===== src/cbg_pkg.sv =====
// Shared types and constants for the clocked burst generator.
`timescale 1ns / 1ps

package cbg_pkg;

  // Default and allowed span of pulses per burst
  localparam int MAX_PULSES_DEF = 32;

  // Field widths
  localparam int LEN_W    = 6;
  localparam int RAND_W   = 16;
  localparam int THR_W    = 17;
  localparam int STEP_W   = 6;
  localparam int MARK_W   = 16;
  localparam int IN_W     = 48;
  localparam int OUT_W    = 16;

  // Configuration register indexes
  localparam logic REG_RETRIGGER    = 1'b0;
  localparam logic REG_MARKER_TICKS = 1'b1;

  // Reset value of the marker length register
  localparam logic [MARK_W-1:0] MARKER_TICKS_RST = 16'd48;

  // Per-tick result of the burst core
  typedef struct packed {
    logic              pulse;
    logic              duration;
    logic              start_fire;
    logic              end_fire;
    logic [STEP_W-1:0] step;
  } core_out_t;

endpackage


===== src/clocked_burst_generator_unit.sv =====
// Top level of the clocked burst generator: stream ports, config registers, result register.
`timescale 1ns / 1ps

// Clocked trigger burst generator.
// Each transfer on the s_axis side is one sample tick carrying trigger and
// clock levels, burst length, a random word and a probability threshold.
// Each tick produces exactly one result transfer on m_axis: gated pulse,
// burst duration, start and end markers and the expander step index.
// The result of a tick is registered: it is in the result register on
// the cycle after its transfer. Throughput is one tick per cycle while the
// receiver keeps up; the state update is a single pass of flag and counter logic.
// The result register frees up when the receiver takes its transfer, so a
// new tick is taken in the same cycle the previous result leaves. While the
// receiver stalls with a result held, s_axis_tready stays low.
// Configuration: wr_en with wr_index 0 writes retrigger_enable (bit 0),
// index 1 writes marker_ticks. Write only while no tick is in flight.
// Reset (rst, synchronous) returns the block to idle: no burst, markers
// off, retrigger disabled, marker length 48 ticks, output empty.
module clocked_burst_generator_unit #(
  parameter int MAX_PULSES = cbg_pkg::MAX_PULSES_DEF
) (
  input  logic                        clk,
  input  logic                        rst,
  // tdata: trigger_level[0], clock_level[1], burst_length[7:2],
  //        random_word[23:8], fire_threshold[40:24], zero fill above
  input  logic                        s_axis_tvalid,
  output logic                        s_axis_tready,
  input  logic [cbg_pkg::IN_W-1:0]    s_axis_tdata,
  // tdata: pulse_out[0], duration_out[1], start_out[2], end_out[3],
  //        step_index[9:4], zero fill above
  output logic                        m_axis_tvalid,
  input  logic                        m_axis_tready,
  output logic [cbg_pkg::OUT_W-1:0]   m_axis_tdata,
  input  logic                        wr_en,
  input  logic                        wr_index,
  input  logic [cbg_pkg::MARK_W-1:0]  wr_data
);

  logic                       retrigger_enable;
  logic [cbg_pkg::MARK_W-1:0] marker_ticks;
  logic                       accept;
  cbg_pkg::core_out_t         core_res;
  logic                       start_mark, end_mark;
  logic [cbg_pkg::OUT_W-1:0]  result;

  // Configuration registers
  always_ff @(posedge clk) begin
    if (rst) begin
      retrigger_enable <= 1'b0;
      marker_ticks     <= cbg_pkg::MARKER_TICKS_RST;
    end else if (wr_en) begin
      case (wr_index)
        cbg_pkg::REG_RETRIGGER:    retrigger_enable <= wr_data[0];
        cbg_pkg::REG_MARKER_TICKS: marker_ticks     <= wr_data;
        default: ;
      endcase
    end
  end

  // Take a tick when the result register is empty or being drained
  assign s_axis_tready = !m_axis_tvalid || m_axis_tready;
  assign accept        = s_axis_tvalid && s_axis_tready;

  cbg_core #(
    .MAX_PULSES(MAX_PULSES)
  ) u_core (
    .clk              (clk),
    .rst              (rst),
    .en               (accept),
    .retrigger_enable (retrigger_enable),
    .trigger_level    (s_axis_tdata[0]),
    .clock_level      (s_axis_tdata[1]),
    .burst_length     (s_axis_tdata[7:2]),
    .random_word      (s_axis_tdata[23:8]),
    .fire_threshold   (s_axis_tdata[40:24]),
    .res              (core_res)
  );

  cbg_marker u_start_marker (
    .clk          (clk),
    .rst          (rst),
    .en           (accept),
    .fire         (core_res.start_fire),
    .marker_ticks (marker_ticks),
    .mark         (start_mark)
  );

  cbg_marker u_end_marker (
    .clk          (clk),
    .rst          (rst),
    .en           (accept),
    .fire         (core_res.end_fire),
    .marker_ticks (marker_ticks),
    .mark         (end_mark)
  );

  // Pack the result item
  assign result = {6'b0, core_res.step, end_mark, start_mark,
                   core_res.duration, core_res.pulse};

  // Result register
  always_ff @(posedge clk) begin
    if (rst) begin
      m_axis_tvalid <= 1'b0;
    end else if (accept) begin
      m_axis_tvalid <= 1'b1;
    end else if (m_axis_tready) begin
      m_axis_tvalid <= 1'b0;
    end
  end

  always_ff @(posedge clk) begin
    if (accept) begin
      m_axis_tdata <= result;
    end
  end

endmodule


===== src/cbg_marker.sv =====
// Fixed-length marker pulse timer (start or end marker).
`timescale 1ns / 1ps

module cbg_marker (
  input  logic                       clk,
  input  logic                       rst,
  input  logic                       en,
  input  logic                       fire,
  input  logic [cbg_pkg::MARK_W-1:0] marker_ticks,
  output logic                       mark
);

  logic [cbg_pkg::MARK_W-1:0] timer;
  logic [cbg_pkg::MARK_W-1:0] timer_next;

  // Fire loads the longer of the current and configured length; else count down
  always_comb begin
    timer_next = timer;
    mark       = 1'b0;
    if (fire) begin
      if (marker_ticks > timer) begin
        timer_next = marker_ticks;
      end
    end else if (timer != '0) begin
      timer_next = timer - 1'b1;
      mark       = 1'b1;
    end
  end

  always_ff @(posedge clk) begin
    if (rst) begin
      timer <= '0;
    end else if (en) begin
      timer <= timer_next;
    end
  end

endmodule


===== src/cbg_core.sv =====
// Burst state: trigger and clock edges, pulse count, probability gate, expander step.
`timescale 1ns / 1ps

module cbg_core #(
  parameter int MAX_PULSES = cbg_pkg::MAX_PULSES_DEF
) (
  input  logic                       clk,
  input  logic                       rst,
  input  logic                       en,
  input  logic                       retrigger_enable,
  input  logic                       trigger_level,
  input  logic                       clock_level,
  input  logic [cbg_pkg::LEN_W-1:0]  burst_length,
  input  logic [cbg_pkg::RAND_W-1:0] random_word,
  input  logic [cbg_pkg::THR_W-1:0]  fire_threshold,
  output cbg_pkg::core_out_t         res
);

  // Counters hold pulse index plus one, up to MAX_PULSES + 1
  localparam int CW = $clog2(MAX_PULSES + 2);

  logic          trigger_prev, clock_prev, burst_active, burst_active_prev;
  logic          start_pending, fire_flag, expander_active;
  logic [CW-1:0] pulse_count, expander_count;

  logic          clock_prev_next, burst_active_next, start_pending_next;
  logic          fire_flag_next, expander_active_next;
  logic [CW-1:0] pulse_count_next, expander_count_next;
  logic [cbg_pkg::LEN_W:0] len_w;
  logic [CW-1:0] len;
  logic          arm, rise, fall;

  always_comb begin
    // Clamp burst length to 1..MAX_PULSES
    len_w = {1'b0, burst_length};
    if (len_w == '0) begin
      len_w = (cbg_pkg::LEN_W+1)'(1);
    end else if (len_w > (cbg_pkg::LEN_W+1)'(MAX_PULSES)) begin
      len_w = (cbg_pkg::LEN_W+1)'(MAX_PULSES);
    end
    len = CW'(len_w);

    // Trigger edge arms a burst unless one runs with retrigger off; arming forces the clock history low
    arm = trigger_level && !trigger_prev && (!burst_active || retrigger_enable);
    clock_prev_next      = arm ? 1'b0 : clock_prev;
    start_pending_next   = arm ? 1'b1 : start_pending;
    pulse_count_next     = arm ? '0 : pulse_count;
    expander_active_next = arm ? 1'b1 : expander_active;
    expander_count_next  = arm ? '0 : expander_count;
    burst_active_next    = burst_active;
    fire_flag_next       = fire_flag;

    rise = clock_level && !clock_prev_next;
    fall = !clock_level && clock_prev_next;

    // Rising clock: advance counts and sample the gate
    if (rise) begin
      if (expander_active_next) begin
        expander_count_next = expander_count_next + 1'b1;
        if (expander_count_next > len) begin
          expander_count_next  = '0;
          expander_active_next = 1'b0;
        end
      end
      fire_flag_next = ({1'b0, random_word} < fire_threshold);
      if (start_pending_next || burst_active_next) begin
        pulse_count_next = pulse_count_next + 1'b1;
        if (pulse_count_next > len) begin
          pulse_count_next  = '0;
          burst_active_next = 1'b0;
        end else begin
          burst_active_next = 1'b1;
        end
        start_pending_next = 1'b0;
      end
    end

    // Falling clock after the last pulse ends the burst
    if (fall && (pulse_count_next >= len)) begin
      burst_active_next = 1'b0;
    end

    res.pulse      = burst_active_next && fire_flag_next && clock_level;
    res.duration   = burst_active_next;
    res.start_fire = !burst_active_prev && burst_active_next;
    res.end_fire   = burst_active_prev && !burst_active_next;
    res.step       = expander_active_next ? cbg_pkg::STEP_W'(pulse_count_next) : '0;
  end

  always_ff @(posedge clk) begin
    if (rst) begin
      trigger_prev      <= 1'b0;
      clock_prev        <= 1'b0;
      pulse_count       <= '0;
      burst_active      <= 1'b0;
      burst_active_prev <= 1'b0;
      start_pending     <= 1'b0;
      fire_flag         <= 1'b1;
      expander_active   <= 1'b0;
      expander_count    <= '0;
    end else if (en) begin
      trigger_prev      <= trigger_level;
      clock_prev        <= clock_level;
      pulse_count       <= pulse_count_next;
      burst_active      <= burst_active_next;
      burst_active_prev <= burst_active_next;
      start_pending     <= start_pending_next;
      fire_flag         <= fire_flag_next;
      expander_active   <= expander_active_next;
      expander_count    <= expander_count_next;
    end
  end

endmodule


===== config.mk =====
export PLATFORM = sky130hd
export DESIGN_NAME = clocked_burst_generator_unit
export DESIGN_NICKNAME = d
export VERILOG_FILES = /design/src/cbg_pkg.sv /design/src/clocked_burst_generator_unit.sv /design/src/cbg_marker.sv /design/src/cbg_core.sv
export SDC_FILE = /design/constraint.sdc
export NUM_CORES = 1
export LEC_CHECK = 0
export ABC_AREA = 1
export BUFFER_PORTS_ARGS = -buffer_cell sky130_fd_sc_hd__buf_2
export CORE_MARGIN = 2
export CORE_UTILIZATION = 55
export CTS_CLUSTER_DIAMETER = 150
export DETAILED_ROUTE_END_ITERATION = 6
export GPL_ROUTABILITY_DRIVEN = 0
export PLACE_DENSITY = 0.75
export REMOVE_ABC_BUFFERS = 1
export SYNTH_ARGS = -nofsm -noshare
export SYNTH_HDL_FRONTEND = slang
export SYNTH_SLANG_ARGS = --single-unit

===== constraint.sdc =====
create_clock -name clk -period 6.31 [get_ports clk]
set_clock_uncertainty 0.15 [all_clocks]
set_input_delay 0.9465 -clock clk [delete_from_list [all_inputs] [get_ports clk]]
set_output_delay 0.9465 -clock clk [all_outputs]
set_load 0.005 [all_outputs]

# Yosys cells after proc, flatten, opt, wreduce, memory -nomap -nowiden
# Cells that the tools add are included.
# word_totals
ff_bits	78
in_bits	70
# op_classes
addsub	4
magnitude_cmp	7
eq_ne	2
n_mux	33
bitwise	1
n_reduce_logical	29
# ops
cell	n
16-bit two-way mux	6
6-bit two-way mux	10
16-bit greater-than comparator	2
16-bit nonzero test	2
16-bit by 1-bit subtractor with 16-bit output (second input constant)	2
16-bit by 17-bit < comparator with 1-bit output	1
1-bit two-way mux	17
6-bit by 1-bit adder with 6-bit output (second input constant)	2
6-bit greater-than comparator	2
1-bit logical AND	10
6-bit greater-or-equal comparator	1
6-bit greater-than comparator (second input constant)	1
1-bit zero test	6
6-bit zero test	1
3-bit AND reduction	2
2-bit nonzero test	3
2-bit inequality test (second input constant)	2
2-bit AND reduction	2
1-bit logical OR	3
1-bit NOT	1

# Longest topological paths before layout
# Gate-level depths: netlist of the first run.
# logic_depth
ltp_word	16
depth_mapped	33
depth_no_buf	31

# Cells and area by module
# Synthesis of the first run repeated with hierarchy kept, for this count alone.
# unflattened
cells_unflattened	998
hier_area_um2	6475.0
# modules_own_cells
mod	instances	cells_each	area_each_um2
cbg_marker	2	271	1635.3
cbg_core	1	356	2188.3
clocked_burst_generator_unit	1	100	1016.0

# Worst setup path before layout of the first run
# OpenSTA, ideal clock, no wires.
# synth_timing
kind	input port to flip-flop
from	input port s_axis_tdata[0] in the netlist's numbering
to	register u_end_marker.timer[13] in the netlist's numbering
setup_time_ps	113
arrival_time_ps	4408
path_slack_ps	1639
path_stages	30
path_buffers	2
path_cell_list	inv_1 > nor2_1 > nand2_2 > buf_4 > inv_1 > nor2_1 > ha_1 > nand4_1 > xnor2_1 > ha_1 > nand2_1 > nor2_1 > nand2_1 > nand3_1 > nand2_1 > nand2_4 > inv_1 > o21ai_0 > ha_1 > inv_1 > a21boi_0 > o21ai_0 > nand2_1 > nand2_1 > nand2_2 > nand3_1 > nand3_2 > buf_4 > nor2_1 > nor2_1
# synth_via
elab_chain_len	15
elab_cells_between_ends	26
# synth_lines
item	line	source
start: declaration	clocked_burst_generator_unit.sv:28	input logic [cbg_pkg::IN_W-1:0] s_axis_tdata,
1-bit logical AND (*) (2 in series)	cbg_core.sv:44	arm = trigger_level && !trigger_prev && (!burst_active || retrigger_enable);
6-bit two-way mux	cbg_core.sv:47	pulse_count_next = arm ? '0 : pulse_count;
6-bit by 1-bit adder with 6-bit output	cbg_core.sv:67	pulse_count_next = pulse_count_next + 1'b1;
6-bit greater-than comparator	cbg_core.sv:68	if (pulse_count_next > len) begin
6-bit two-way mux	cbg_core.sv:68	
6-bit two-way mux	cbg_core.sv:66	if (start_pending_next || burst_active_next) begin
6-bit two-way mux	cbg_core.sv:57	if (rise) begin
6-bit greater-or-equal comparator	cbg_core.sv:79	if (fall && (pulse_count_next >= len)) begin
1-bit logical AND	cbg_core.sv:79	
1-bit two-way mux (*)	cbg_core.sv:79	
1-bit zero test (*)	cbg_core.sv:86	res.end_fire = burst_active_prev && !burst_active_next;
1-bit logical AND (*)	cbg_core.sv:86	
2-bit inequality test (no line) / 2-bit nonzero test (equally long branches)	n/a	
3-bit AND reduction (no line)	n/a	
end signal: assignment	cbg_marker.sv:34	timer <= timer_next;
end: declaration	cbg_marker.sv:13	logic [cbg_pkg::MARK_W-1:0] timer;
# Mark *: on every way between the ends. The rest lies on a longest branch, timed or not.
# A chain may end at the register's enable or synchronous reset.

# Final worst setup path of the first run
# layout_timing
from	input port s_axis_tdata[0] in the netlist's numbering
to	register u_start_marker.timer[3] in the netlist's numbering
# layout_via
elab_chain_len	14
elab_cells_between_ends	25
# layout_lines
item	line	source
1-bit logical AND (*) (2 in series)	cbg_core.sv:44	
6-bit two-way mux	cbg_core.sv:47	
6-bit by 1-bit adder with 6-bit output	cbg_core.sv:67	
6-bit greater-than comparator	cbg_core.sv:68	
6-bit two-way mux	cbg_core.sv:68	
6-bit two-way mux	cbg_core.sv:66	
6-bit two-way mux	cbg_core.sv:57	
6-bit greater-or-equal comparator	cbg_core.sv:79	
1-bit logical AND	cbg_core.sv:79	
1-bit two-way mux (*)	cbg_core.sv:79	
1-bit logical AND (*)	cbg_core.sv:85	res.start_fire = !burst_active_prev && burst_active_next;
2-bit inequality test (no line) / 2-bit nonzero test (equally long branches)	n/a	
3-bit AND reduction (no line)	n/a	
end signal: assignment	cbg_marker.sv:34	
end: declaration	cbg_marker.sv:13	
# Marked as above.

==> summary.md, run 1 <==
| Metric | Value |
|---|---|
| Mapped Cells | slightly above 900 |
| First-pass GRT wire length | 23.3 mm |
| Vias in the first global route | 5236 |
| Final Hold Vio Count | 0 |
| Worst-Skew Late Latency | 350 ps |
| Layout Nets | 1120 |
| DRC | 0 |
| Fin crit share | 86.2% |
| Final Max Tran Viols | 0 |
| Relative slew slack | 36.8% |
| Area occupied by registers | 0.00166 sq mm |
| Yosys cell types | 38 |
| Detailed-router iteration count before antenna repair | 5 |
| Clock Root Buffer | clkbuf_8 |
| Post-CTS setup buffers | 0 |
| FFs w/ async S/R, synth | 0% |
| Status | completed |
| Final wirelength | 13.5 mm |
| CTS Buffer Depth | 2 |
| CP max-delay cell | nand3_2 |
| ANT cells | 0 |
| Top FF cell, synth | dfxtp_1 |
| HPWL after DPL | 10.2 mm |
| Fmax | between 150 and 200 MHz |
| DR iter-0 viols | a little over 400 |
| WL/cell | 12.0 um |
| Multi-input logic area | between 0.003 and 0.004 sq mm |
| Worst stage delay on the critical path | around 480 ps |
| I/O Pins | 88 |
| WS Path Type | input pin to register |
| Most used cell, CP | nand2_1 |
| Sequential share of the synthesized area | 27.7% |
| Gr usage total | 24.7% |
| Layout area overhead | 10.4% |
| Initial core utilization | roughly 56% |
| Leak | approximately 0.0035 uW |
| CP endpoint kind | register |
| Initial antenna violation count | 0 |
| Worst-Margin Slew | about 940 ps |
| Vias per inst | between 5 and 6 |
| Area of the core | 0.0107 sq mm |
| Total CTS buffers | 9 |
| Worst hold slack | between 300 and 400 ps |
| Row cnt | 38 |
| DRT antenna net count | 0 |
| Die area | 0.0117 sq mm |
| CTS tree | yes |
| Max Cap Viol | 0 |
| Setup violators final | 0 |
| H-Tree Level Count | 3 |
| Post_cts resized | 0 |
| Fillers | 1059 |
| GRT overflow | 0 |
| Worst setup SP type | input pin |
| Vias | around 5700 |
| Warnings, synthesis | 0 |
| Sink Count | 78 |
| Critical Path RT | about 6500 ps |
| Largest net degree at the start of global routing | 52 |
| Crit-path max FO | 31 |
| Arr. time, crit path | approximately 5600 ps |
| Hold WC Path Type | register to register |
| Die X | 108 um |
| Die Y | 108 um |
| Peak supply drop | 0.137 mV |
| Total power per unit cell area | about 250 mW/mm^2 |
| #FFs+latches synth | 78 |
| Period minus WS final | around 5400 ps |
| Avg Cell Area, Syn | 6.53 sq um |
| Post-CTS Hold Buffers | 0 |
| Post-synth EDFFs | 10 |
| Clock slew at reported path FFs | 80 ps |
| RSZ-0062 raised after global routing | no |
| Cell Area, Synth | ~0.0060 sq mm |
| Ratio of cells with drive above 1 in the final layout | 10.6% |
| # port buffers | 74 |
| Post-Route Setup TNS | 0 ps |
sequential cells by signal, summed over array words and instances (netlist names), 6 cells and up:
signal	cells
u_core.pulse_count	6
m_axis_tdata	10
marker_ticks	16
u_core.expander_count	6
u_start_marker.timer	16
u_end_marker.timer	16
worst paths after layout:
path	cells after the start	endpoint	start	slack [ps]
worst max-delay path	30	u_start_marker.timer[3]	s_axis_tdata[0]	870
worst min-delay path	2	u_core.start_pending	u_core.start_pending	310
worst max register to register	28	u_start_marker.timer[3]	u_core.burst_active	1040
worst min register to register	2	u_core.start_pending	u_core.start_pending	310
through the flow:
stage	util (%)	total power, uW	area [sq um]	cells	setup WS [ps]
after floorplan	-	1110	5830	891	1180
after global placement	59.7	1260	6410	1110	598
after detailed placement	59.7	1270	6410	1110	504
after CTS	61.5	1670	6610	1126	884
after global routing	61.5	1810	6610	1126	197
final	61.5	1660	6610	1126	872
cell families after synthesis:
group	after synthesis	synth area share [%]
adders and majority gates	69	14.4
buffers and inverters	167	11.5
other	1	0.0626
xor gates and xnor gates	23	3.36
DFF	78	27.7
and+or+nand+nor	413	28.3
AOI/OAI and AO/OA	166	14.6
report_power, final:
| group | leakage [uW] | switching (uW) | internal, uW |
|---|---|---|---|
| combinational | 0.00276 | 411 | 246 |
| sequential | 0.000661 | 43.8 | 565 |
| clock | 0.0000979 | 185 | 206 |
final cells by class:
type                            instances  area share (%)
Tap cell                              140            2.65
Timing Repair Buffer                   79            6.17
Inverter                              136            7.72
Multi-Input combinational cell        677            55.3
Sequential cell                        78            25.1
Clock buffer                           15            2.52
Clock inverter                          1           0.454
layer usage:
metal / global-route usage [%] / wire length (um) / up-vias
met5: 0 / 0 / -
met4: 6.41 / 199 / 0
met3: 3.68 / 450 / 16
met2: 44.2 / 6480 / 98
met1: 31.0 / 6360 / 2533
li1: - / - / 3050
cells in the final DEF, fill, tap and decap left out, drive strengths merged:
cell type / synthesis / layout
ha: 69 / 69
a21boi: 2 / 2
xnor2: 3 / 3
a21o: 1 / 1
dfxtp: 68 / 68
and3: 3 / 3
xor2: 20 / 20
o21ai: 82 / 82
nand4: 11 / 11
o2111ai: 1 / 1
bufinv: 0 / 1
o21a: 1 / 1
inv: 136 / 135
clkbuf: 13 / 15
or2: 1 / 1
a31oi: 1 / 1
nand2: 223 / 223
nor3: 8 / 8
buf: 18 / 79
nand3b: 1 / 1
nor2: 140 / 140
nor4: 1 / 1
conb: 1 / 6
o22ai: 2 / 2
nand3: 25 / 25
a211oi: 2 / 2
edfxtp: 10 / 10
clkinv: 0 / 1
o211ai: 8 / 8
a21oi: 66 / 66
Yosys cell counts (2+ instances only):
cell type / n / area (sq um)
a211oi_1: 2 / 15.0
dfxtp_1: 68 / 1360
nand2_1: 216 / 811
o211ai_1: 8 / 60.1
xor2_1: 20 / 175
ha_1: 69 / 863
a21oi_1: 66 / 330
nand3_2: 3 / 30.0
nand3_1: 22 / 110
o22ai_1: 2 / 12.5
nand2_2: 4 / 25.0
and3_1: 3 / 18.8
o21ai_0: 81 / 405
xnor2_1: 3 / 26.3
buf_2: 4 / 20.0
clkbuf_1: 13 / 48.8
nor3_1: 7 / 35.0
a21boi_0: 2 / 15.0
nand2_4: 3 / 33.8
nor2_1: 138 / 518
buf_4: 11 / 82.6
buf_6: 2 / 22.5
edfxtp_1: 10 / 300
inv_1: 136 / 510
nand4_1: 11 / 68.8
worst max-delay path, delay by kind of cell:
family | cells | cell delay [ps]
AO/OA/AOI/OAI | 3 | 700
XOR/XNOR | 1 | 170
adder cells (fa/ha/maj) | 3 | 820
buffers and inverters | 5 | 510
AND/OR/NAND/NOR | 18 | 2410
No activity file was read; power rests on OpenSTA's default activity.
==> run 2, diff against run 1 <==
ABC_AREA = default   (was 1)
GPL_TIMING_DRIVEN = 1   (was default)
PLACE_DENSITY = 0.76   (was 0.75)
==> run 2 against run 1 <==
Combinational power rose by 74%. First-iteration DRC count decreased by 0.49%. Critical endpoint is now u_end_marker.timer[1]. Routed wire length rose by 12%. Total power increased by 39%. Clock power grew 13%. Highest routed layer unchanged. Design area down 2.6%. Flip-flop and latch count did not move.
==> summary.md, run 2 <==
| Metric | Value |
|---|---|
| Area contributors post-synth | dfxtp_1, ha_1, a21oi_1 |
| # port buffers | 74 |
| Critical Path RT | about 6500 ps |
| #FFs+latches synth | 78 |
| Sequential share of the synthesized area | 29.1% |
| GRT overflow | 0 |
| Yosys cell types | 76 |
| Post-Route Setup TNS | 0 ps |
| Top-count cell post-synth | nand2_1 |
| Mapped Cells | 713 |
| DRT antenna net count | 0 |
| Fillers | roughly 890 |
| Worst hold slack | 316 ps |
| Worst-Skew Late Latency | 380 ps |
| Top FF cell, synth | dfxtp_1 |
| Row cnt | 37 |
| FFs w/ async S/R, synth | 0% |
| Cell Area, Synth | about 0.0057 sq mm |
| Total power per unit cell area | around 360 mW/mm^2 |
| Die area | roughly 0.011 sq mm |
| Initial core utilization | a little under three fifths |
| Total CTS buffers | 9 |
| Peak supply drop | around 0.17 mV |
| WL/cell | 16.4 um |
| Vias per inst | 6.11 |
| Final Hold Vio Count | 0 |
| Vias | 5654 |
| Yosys top cell area share | 23.9% |
| Initial antenna violation count | 0 |
| Warnings, synthesis | 0 |
| Met2 track demand over resource | 47.1% |
| Avg Cell Area, Syn | around 8.0 sq um |
| Post_cts resized | 0 |
| Crit-path max FO | 17 |
| ANT cells | 0 |
| Fin crit share | 92.3% |
| Leak | 0.00289 uW |
| Detailed-router iteration count before antenna repair | 6 |
| Layout Nets | between 900 and 1000 |
| Commonest non-fill, non-tap cells in the layout | nand2_1, buf_2, a21oi_1, ha_1, dfxtp_1 |
| Setup violators final | 0 |
| Hold WC Path Type | register to register |
| Final wirelength | ~15 mm |
| Worst setup SP type | input pin |
| Commonest non-fill, non-tap cell in the layout | nand2_1 |
| First-pass GRT wire length | 25.2 mm |
| Inst Count DP | between 900 and 1000 |
| Gr usage total | 27.8% |
| Final Max Tran Viols | 0 |
| Grt met1 use | 34.3% |
| Max Cap Viol | 0 |
| DRC | 0 |
| H-Tree Level Count | 3 |
| Clock Root Buffer | clkbuf_8 |
| Vias in the first global route | around 5500 |
| Post-CTS Hold Buffers | 0 |
| Area of the core | 0.0102 sq mm |
| Die X | 106 um |
| Sink Count | 78 |
| Period minus WS final | 5830 ps |
| I/O Pins | between 80 and 90 |
| Post-synth EDFFs | 10 |
| DR iter-0 viols | 409 |
| Final cell count without fillers | 925 |
| RSZ-0062 raised after global routing | no |
| Die Y | 106 um |
| Relative slew slack | 42.4% |
| CP endpoint kind | register |
| Post-CTS setup buffers | 0 |
| Worst-Margin Slew | 863 ps |
| Largest net degree at the start of global routing | 67 |
| CTS Buffer Depth | 2 |
| Clock slew at reported path FFs | 80 ps |
| Layout area overhead | 12.9% |
| Busiest grt layer | met2 |
| Synth area leader | dfxtp_1 |
| Arr. time, crit path | 5970 ps |
| Fmax | roughly 170 MHz |
| HPWL after DPL | ~11 mm |
| WS Path Type | input pin to register |
| Grt met3 use | 4.39% |
| Largest registers | marker_ticks: 16 flops, u_end_marker.timer: 16 flops, u_start_marker.timer: 16 flops |
| Power Total | 2300 uW |
| Synth cell count leaders | nand2_1, a21oi_1, ha_1 |
| Status | completed |
| CTS tree | yes |
| Ratio of cells with drive above 1 in the final layout | 15.6% |
## run 2: cell types whose count changed after synthesis, sizes merged, moves of 15 or more
cell | before | now
nor3 | 8 | 23
nor2 | 140 | 59
o21ai | 82 | 23
xor2 | 20 | 4
a21o | 1 | 17
nand2 | 223 | 86
inv | 136 | 63
## run 2: per-layer routing
layer | routed length (um) | up-vias | share of wire (%)
li1 | - | 2740 | -
met1 | 6290 | 2629 | 41
met2 | 7380 | 242 | 49
met3 | 1040 | 43 | 6.9
met4 | 454 | 0 | 3.0
met5 | 0 | - | 0
## run 2: kinds of logic (layout without fill, tap and decap cells)
kind of cell / count (synthesis) / in the layout / synth area share (%)
mux: 7 / 7 / 1.29
xor+xnor: 8 / 8 / 1.23
simple gates: 256 / 256 / 21.8
flops: 78 / 78 / 29.1
compound gates: 198 / 198 / 24.3
other cells: 1 / 6 / 0.0658
fa+ha+maj: 69 / 69 / 15.1
buf+inv: 96 / 167 / 7.02
## run 2: final cells by class
class	count	area [sq um]	area share, %
well taps	136	170	2.64
repair buffers	88	475	7.38
clock buffers	12	188	2.91
clock inverters	4	48.8	0.758
flip-flops and latches	78	1660	25.8
multi-input cells	544	3660	56.8
inverters	63	236	3.67
## run 2: path summary, 6_finish.rpt
path | from | to | slack, ps | cells past startpoint
setup reg to reg | u_core.burst_active | u_end_marker.timer[1] | 500 | 22
hold reg to reg | u_core.fire_flag | u_core.fire_flag | 320 | 1
hold / removal | u_core.fire_flag | u_core.fire_flag | 320 | 1
setup / recovery | s_axis_tdata[0] | u_end_marker.timer[1] | 480 | 23
## run 2: report_power, final
| part | switching, uW | total, uW | internal, uW |
|---|---|---|---|
| clock network | 200 | 441 | 241 |
| registers | 102 | 712 | 610 |
| logic | 680 | 1140 | 463 |
## run 2: worst max-delay path, cell delays in order
cell and delay (ps):
buf_2 100, nor2b_1 160, nand2b_1 130, and2_1 220
ha_1 240, nand3_1 110, xor2_1 160, nor2_1 100
ha_1 330, nand4_2 180, a21oi_2 240, o32a_1 290
nor2_1 90, a22oi_1 320, nor2_1 80, ha_1 290
a2111o_1 430, o221ai_2 290, o32ai_4 140, buf_4 220
and3_1 290, nor2_2 370, mux2i_1 220
## run 2: per-stage QoR
step / util, % / instance area [sq um] / setup slack (ps)
2_1_floorplan: - / 5560 / 173
3_3_place_gp: 60.9 / 6200 / 349
3_5_place_dp: 60.9 / 6200 / 113
4_1_cts: 63.2 / 6440 / 500
5_1_grt: 63.2 / 6440 / 37.6
6_report: 63.2 / 6440 / 483
